### src/sv/c8_pkg.sv
`timescale 1ns / 1ps

package c8_pkg;

  // Memory and display geometry.
  localparam int unsigned ADDR_W    = 12;
  localparam int unsigned MEM_DEPTH = 4096;
  localparam int unsigned DISP_ROWS = 32;
  localparam int unsigned DISP_COLS = 64;
  localparam int unsigned ROW_W     = 5;
  localparam int unsigned COL_W     = 6;

  localparam logic [ADDR_W-1:0] PC_START = 12'h200;
  localparam logic [3:0]        VF_IDX   = 4'hF;

  // Item operation codes.
  localparam logic [1:0] OP_WRITE = 2'd0;
  localparam logic [1:0] OP_EXEC  = 2'd1;
  localparam logic [1:0] OP_READ  = 2'd2;

  // Instruction classes, taken from the top nibble.
  localparam logic [3:0] OPC_CLS = 4'h0;
  localparam logic [3:0] OPC_JP  = 4'h1;
  localparam logic [3:0] OPC_LD  = 4'h6;
  localparam logic [3:0] OPC_ADD = 4'h7;
  localparam logic [3:0] OPC_LDI = 4'hA;
  localparam logic [3:0] OPC_DRW = 4'hD;

  typedef struct packed {
    logic [1:0]        op;
    logic [ADDR_W-1:0] address;
    logic [7:0]        data;
  } c8_in_t;

  typedef struct packed {
    logic              pixel;
    logic [ADDR_W-1:0] program_counter;
    logic [7:0]        flag_register;
    logic              status;
  } c8_out_t;

  // Operands of the shared arithmetic unit.
  typedef struct packed {
    logic [ADDR_W-1:0] a;
    logic [ADDR_W-1:0] b;
    logic [7:0]        sprite;
    logic [COL_W-1:0]  shift;
  } c8_alu_req_t;

  typedef struct packed {
    logic [ADDR_W-1:0]    sum;
    logic [DISP_COLS-1:0] mask;
  } c8_alu_rsp_t;

endpackage

### src/sv/c8_alu.sv
`timescale 1ns / 1ps

// Shared arithmetic unit: a 12-bit adder for addresses, row numbers and
// register adds, and a rotator that places a sprite byte on a display row.
module c8_alu
  import c8_pkg::*;
(
  input  c8_alu_req_t req_i,
  output c8_alu_rsp_t rsp_o
);

  logic [DISP_COLS-1:0]   base;
  logic [2*DISP_COLS-1:0] rot;

  // The leftmost sprite bit lands on the lowest column, so reverse it.
  always_comb begin
    base = '0;
    for (int j = 0; j < 8; j++) begin
      base[j] = req_i.sprite[7-j];
    end
  end

  // Rotate left with wraparound across the row.
  assign rot = {base, base} << req_i.shift;

  assign rsp_o.sum  = req_i.a + req_i.b;
  assign rsp_o.mask = rot[2*DISP_COLS-1:DISP_COLS];

endmodule

### config.mk
export PLATFORM = sky130hd
export DESIGN_NAME = c8_alu
export DESIGN_NICKNAME = d
export VERILOG_FILES = /design/src/sv/c8_pkg.sv /design/src/sv/c8_alu.sv
export SDC_FILE = /design/constraint.sdc
export NUM_CORES = 1
export LEC_CHECK = 0
export BUFFER_PORTS_ARGS = -buffer_cell sky130_fd_sc_hd__buf_4
export CELL_PAD_IN_SITES_DETAIL_PLACEMENT = 1
export CELL_PAD_IN_SITES_GLOBAL_PLACEMENT = 1
export CORE_MARGIN = 2
export CORE_UTILIZATION = 27
export DETAILED_ROUTE_END_ITERATION = 8
export PLACE_DENSITY_LB_ADDON = 0.1
export REMOVE_ABC_BUFFERS = 1
export SLEW_MARGIN = 20
export SYNTH_ARGS = -nofsm -noshare
export SYNTH_HDL_FRONTEND = slang
export SYNTH_SLANG_ARGS = --single-unit
### constraint.sdc
create_clock -name vclk -period 2.6
set_clock_uncertainty 0.05 [all_clocks]
set_input_delay 0.39 -clock vclk [all_inputs]
set_output_delay 0.39 -clock vclk [all_outputs]
set_load 0.02 [all_outputs]
# --- Word level (Yosys, flattened, before mapping) ---
# Cells that the tools add are included.
op_classes:
  n_eq_ne: 0
  n_addsub: 1
  order_cmp: 0
  n_bitwise: 0
  reduce_logical: 0
  mul: 0
  mux: 0
  n_shift: 1
  div: 0
op_table:
  columns: ["operator", "count"]
  rows:
  - ["72-bit by 6-bit left shift with 128-bit output", 1]
  - ["12-bit adder", 1]
word_totals:
  mem_bits_ro: 0
  mem_bits_rw: 0
  latchBits: 0
  register_bits: 0
  mem_count: 0
  elab_cells: 2

# --- Depth between registers and ports, before layout ---
# Gate-level depths: netlist of run 1.
logic_depth:
  depth_word: 1
  mapped_depth: 6
  ltp_nobuf: 6

# --- Worst setup path before layout of run 1 ---
# OpenSTA, ideal clock, no wires.
synth_timing:
  path_type: "input to output"
  startpoint: "in req_i[14] (netlist bit)"
  endpoint: "out rsp_o[72] (netlist bit)"
  n_path_buf: 0
  path_stages: 6
  arrival_time_ps: 2049
  setup_slack_ps: 111
  required_ps: 2160
  path_cell_list: "ha_1 -> fa_1 -> a21o_1 -> a221o_1 -> o41ai_1 -> xnor2_1"
synth_rtl:
  columns: ["element", "line", "rtl"]
  rows:
  - ["start: declaration", "c8_alu.sv:8", "input c8_alu_req_t req_i,"]
  - ["end: declaration", "c8_alu.sv:9", "output c8_alu_rsp_t rsp_o"]

==> results of run 1 <==
cells in the final DEF (no fill, tap or decap), types with 3 or more instances in the layout:
master and count:
and3_1 3, xor2_1 3, mux2_2 5, xnor2_1 7, nand3_1 11, ha_1 10, or2_2 6, nor3_1 4
nand2_1 8, buf_4 123, nand2b_1 6, nor2b_1 4, mux4_1 5, mux2i_1 5, a21oi_1 9, nor2_1 40
o22ai_1 28
path summary, 6_finish.rpt:
path / endpoint / slack (ns) / cells past startpoint
worst min-delay path: rsp_o[64] / 1.03 / 3
worst max-delay path: rsp_o[72] / 0.07 / 8
cell type report:
class / count / area [um2]
Fill cell: 674 / 2700
Inverter: 3 / 11.3
Multi-Input combinational cell: 187 / 1430
Tap cell: 70 / 87.6
Timing Repair Buffer: 125 / 946
where the power goes:
group	leakage, nW	total (mW)	switching [mW]	internal, mW
Clock	0	0	0	0
Sequential	0	0	0	0
Combinational	1.16	0.608	0.333	0.275
routing by layer:
| metal | up-vias | GRT usage |
|---|---|---|
| met5 | - | 0 |
| met3 | 2 | 0.0256 |
| met2 | 82 | 0.342 |
| li1 | 1002 | - |
| met1 | 973 | 0.301 |
| met4 | 0 | 0.00893 |
what timing repair did:
item                       CTS  global route
gates cloned                 0             0
pin swaps                    6             7
setup endpoints to repair    2             4
setup buffers                1             0
resized for setup            6             2
stage by stage:
stage / worst slack (ns) / std cells / utilization / setup TNS [ns]
final: 0.0716 / 385 / 0.478 / 0
after global routing: -0.0284 / 385 / 0.478 / -0.0284
after global placement: -0.123 / 384 / 0.467 / -0.148
after detailed placement: -0.139 / 384 / 0.467 / -0.175
after floorplan: 0.111 / 190 / - / 0
after CTS: -0.0401 / 385 / 0.474 / -0.0401
critical path, delay by kind of cell:
| kind | cells | cell delay [ns] |
|---|---|---|
| AO/OA/AOI/OAI | 3 | 0.80 |
| XOR/XNOR | 1 | 0.15 |
| buffers and inverters | 2 | 0.26 |
| adder cells (fa/ha/maj) | 2 | 0.49 |
logic make-up after synthesis:
| kind of cell | synth area share |
|---|---|
| xor+xnor | 0.0595 |
| mux | 0.213 |
| compound gates | 0.273 |
| simple gates | 0.290 |
| fa+ha+maj | 0.107 |
| buf+inv | 0.0578 |
==> summary.txt, run 1 <==
Yosys
  – Synth top cells by count: nor2_1, o22ai_1, ha_1, nand3_1, a21oi_1
  – Cell count after synthesis: 202
  – Leading area contributor after synthesis: o22ai_1
  – Synth warnings: 0
  – Mapped Area: 1470 um2
  – Syn Area/Cell: 7.28 um2
  – Most frequent cell after synthesis: nor2_1
  – Yosys top cell area share: 0.119
  – Post-synthesis cell type count: 47
  – Synth top area cells: o22ai_1, nor2_1, ha_1, mux4_1, xnor2_1
  – Seq/Total Area, Yosys: 0

Route
  – DR WL/cell: 16.7 um
  – Met2 wire len: 2950 um
  – Met3 routed WL: 457 um
  – Met1 wire length: 2990 um
  – DRT Wirelength: 6430 um
  – Pre-Repair DR Iteration Count: 4
  – # DRC: 0
  – Vias per cell: 5.35
  – DR iter-0 viols: 84
  – Highest routing layer actually used: met4
  – Routed vias: 2,059
  – ANT nets after route: 0

Global routing
  – GRT Util Overall: 0.207
  – First-pass GRT wire length: 10,600 um
  – Initial antenna violation count: 0
  – Largest net degree at the start of global routing: 17
  – Total global routing overflow: 0
  – Vias in the first global route: 2,131

Run status
  – Status: finished clean

Placed design
  – GP Congestion: 0.806
  – Port Buffers: 114
  – Dpl cell area: 2420 um2
  – Dpl hpwl: 5220 um

Die
  – Die Y: 77.8 um
  – # rows: 26
  – Starting density of the core: 0.284
  – Die X: 77.8 um
  – I/O Pins: 114
  – Die area: 6060 um2
  – Core area: 5170 um2

Critical path
  – Crit Path Category: in2out
  – CP Data Required Time: 2.16 ns
  – Worst setup SP type: primary input
  – CP max-delay cell: a221o_1
  – Slowest cell delay on critical path: 0.37 ns
  – Crit-path cells: buf_6 -> ha_4 -> fa_2 -> a21o_1 -> a221o_1 -> o41ai_4 -> xnor2_1 -> buf_4
  – Crit-path max FO: 3
  – Crit path arrival time: 2.09 ns
  – Worst setup startpoint: req_i[26]
  – CP endpoint kind: output port

Pwr
  – Power Dens Cells: 246 nW/um2
  – Leakage: 1.16 nW
  – PnR Total Power: 0.608 mW
  – Worst vdd ir: 199 uV

Layout
  – # diodes: 0
  – Area grow syn2layout: 67.9%
  – FF/Latch Area: 0 um2
  – Clock buf count: 0
  – Num sequential: 0
  – Fin area: 2470 um2
  – Share of post-route cells with drive strength above 1: 0.470
  – Nets: 367

Timing
  – Min Tclk post-route: 2.53 ns
  – Worst-Margin Slew: 0.421 ns
  – Highest clock rate: 396 MHz
  – Pins over their slew limit: 0
  – Final period util: 0.972
  – RSZ-0062 raised after global routing: yes
  – Slew Limit Headroom: 0.718
  – Hold slack: 1.03 ns
  – Final hold vios: 0
  – Endpoints failing setup: 0

Hold path
  – Hold Crit Class: in2out
  – Hold_sp: req_i[14]

Clocking
  – Hold_buf cts: 0

Run
  – Max Cap Viol: 0
Note: power is estimated with default switching activity, not from simulation.
==> run 2, diff against run 1 <==
==> constraint.sdc (replaced) <==
create_clock -name vclk -period 2.6
set_clock_uncertainty 0.05 [all_clocks]
set_input_delay 0.39 -clock vclk [all_inputs]
set_output_delay 0.39 -clock vclk [all_outputs]
set_load 0.005 [all_outputs]
==> run 2 against run 1 <==
Compared with the run above:
- the flow now finishes with violations (setup timing)
- first-iteration DRC count is 38% higher
- combinational power decreased by 15%
- critical path type unchanged
- total power decreased by 15%
- maximum frequency shrank 5.0%
- core utilization grew 0.19 points
==> summary.txt, run 2 (synthesis gave the netlist of run 1 again) <==
Run status
  – Status: finished, violations left
  – Failing checks: setup timing

Placed design
  – GP Congestion: 0.837 (+3.8%)
  – Port Buffers: 114 (unchanged)
  – Dpl hpwl: 5070 um (-2.8%)
  – Placed insts: 383 (-0.26%)

Critical path
  – Worst setup SP type: primary input
  – Crit path max-delay family: compound AO/OA/AOI/OAI gates
  – Crit-path max FO: 3 (unchanged)
  – Crit path arrival time: 2.22 ns (+0.13 ns)
  – CP endpoint kind: output port
  – CP max-delay cell: a221o_1
  – Slowest cell delay on critical path: 0.40 ns (+0.03 ns)
  – Crit Path Category: in2out
  – Crit-path cells: buf_8 -> ha_4 -> fa_2 -> a21o_1 -> a221o_1 -> o41ai_4 -> xnor2_1 -> buf_4
  – Number of stages on the worst setup path: 8 (unchanged)
  – Setup crit end: rsp_o[72]
  – CP Buf/Inv Count: 2 (unchanged)
  – Worst setup startpoint: req_i[26]
  – CP Data Required Time: 2.16 ns (about the same)

Timing
  – Worst-Margin Slew: 0.389 ns (-0.0318 ns)
  – Endpoints failing setup: 1 (+1)
  – Min Tclk post-route: 2.66 ns (+0.133 ns)
  – Final period util: 1.02 (+0.0511)
  – Final setup margin: -0.0614 ns (-0.133 ns)
  – Slew Limit Headroom: 0.740 (+0.0213)
  – Highest clock rate: 376 MHz (-5.0%)
  – Pins over their slew limit: 0 (unchanged)
  – Final hold vios: 0 (unchanged)
  – RSZ-0062 raised after global routing: yes
  – Setup TNS Final: -0.0614 ns (-0.0614 ns)

Pwr
  – Net Switching: 0.246 mW (-26%)
  – Sequential power share: 0 (unchanged)
  – Clock Power Share: 0 (unchanged)
  – Power Internal: 0.273 mW (-1.1%)
  – Worst vdd ir: 121 uV (-39%)
  – Leakage: 1.16 nW (+0.24%)
  – Power Dens Cells: 209 nW/um2 (-15%)
  – Switching share of power: 0.475 (-0.0727)
  – Combinational group share of total power: 1.000 (about the same)

Route
  – Met1 wire length: 3000 um (about the same)
  – Vias per cell: 5.42 (+1.4%)
  – Met2 wire len: 2960 um (+0.27%)
  – ANT nets after route: 0 (unchanged)
  – Pre-Repair DR Iteration Count: 4 (unchanged)
  – Highest routing layer actually used: met4
  – DR WL/cell: 16.4 um (-1.6%)
  – DRT Wirelength: 6330 um (-1.6%)
  – Met3 routed WL: 363 um (-21%)
  – DR iter-0 viols: 116 (+38%)
  – Routed vias: 2,087 (+1.4%)
  – # DRC: 0 (unchanged)

Layout
  – Num sequential: 0 (unchanged)
  – Most common cell after layout, fill and taps aside: buf_4
  – Share of post-route cells with drive strength above 1: 0.473 (+0.00317)
  – Nets: 367 (unchanged)
  – Cell Count, Final, Fillers Out: 385 (unchanged)
  – Leading cell types in the layout, fill and taps excluded: buf_4, nor2_1, o22ai_1
  – FF/Latch Area: 0 um2 (unchanged)
  – Clock buf count: 0 (unchanged)
  – # diodes: 0 (unchanged)
  – Area grow syn2layout: 68.6%

Die
  – I/O Pins: 114 (unchanged)
  – Die Y: 77.8 um (unchanged)
  – Starting density of the core: 0.284 (unchanged)
  – # rows: 26 (unchanged)
  – Die area: 6060 um2 (unchanged)
  – Die X: 77.8 um (unchanged)
  – Core area: 5170 um2 (unchanged)

Global routing
  – GRT Util Overall: 0.193 (-0.0136)
  – Initial antenna violation count: 0 (unchanged)
  – Largest net degree at the start of global routing: 17 (unchanged)
  – Total global routing overflow: 0 (unchanged)
  – Vias in the first global route: 2,029 (-4.8%)
  – First-pass GRT wire length: 9940 um (-6.4%)

Run
  – Max Cap Viol: 0 (unchanged)

Hold path
  – Hold Crit Class: in2out

Clocking
  – Hold_buf cts: 0 (unchanged)
run 2: worst min path at each step:
stage / startpoint / endpoint / slack, ns / cells after the start
after floorplan: req_i[26] / rsp_o[64] / 0.84 / 1
after global placement: req_i[26] / rsp_o[64] / 1.01 / 3
after detailed placement: req_i[26] / rsp_o[64] / 1.02 / 3
after CTS: req_i[26] / rsp_o[64] / 1.02 / 3
after global routing: req_i[14] / rsp_o[64] / 1.02 / 3
final: req_i[14] / rsp_o[64] / 1.00 / 3
run 2: layout make-up:
class	instances	area (um2)
inverters	3	11.3
multi-input cells	187	1430
repair buffers	125	950
well taps	70	87.6
fillers	666	2690
run 2: timing repair:
item                                    4_1_cts  5_1_grt
pin swaps                                     0        7
endpoints found under the setup margin        2        3
buffers inserted                              0        2
resized for setup                             2        8
run 2: metal layers:
metal / global-route usage / vias to the layer above
met2: 0.323 / 79
met4: 0 / 0
met5: 0 / -
met3: 0.0174 / 6
met1: 0.285 / 994
li1: - / 1008
run 2: power by group through the flow:
stage	logic [mW]	clock network [mW]	registers (mW)
6_report	0.519	0	0
5_1_grt	0.566	0	0
4_1_cts	0.505	0	0
3_5_place_dp	0.500	0	0
3_3_place_gp	0.493	0	0
2_1_floorplan	0.250	0	0
run 2: per-stage QoR:
stage	utilization	cell area (um2)	total power, mW	worst slack, ns	hold slack, ns
2_1_floorplan	-	1400	0.250	0.225	0.839
3_3_place_gp	0.466	2410	0.493	-0.0927	1.01
3_5_place_dp	0.466	2410	0.500	-0.105	1.02
4_1_cts	0.468	2420	0.505	0.0289	1.02
5_1_grt	0.480	2480	0.566	-0.150	1.02
6_report	0.480	2480	0.519	-0.0614	1.00
run 2: worst min-delay path, stage by stage:
cell	delay [ns]
buf_6	0.07
ha_4	0.11
buf_4	0.09
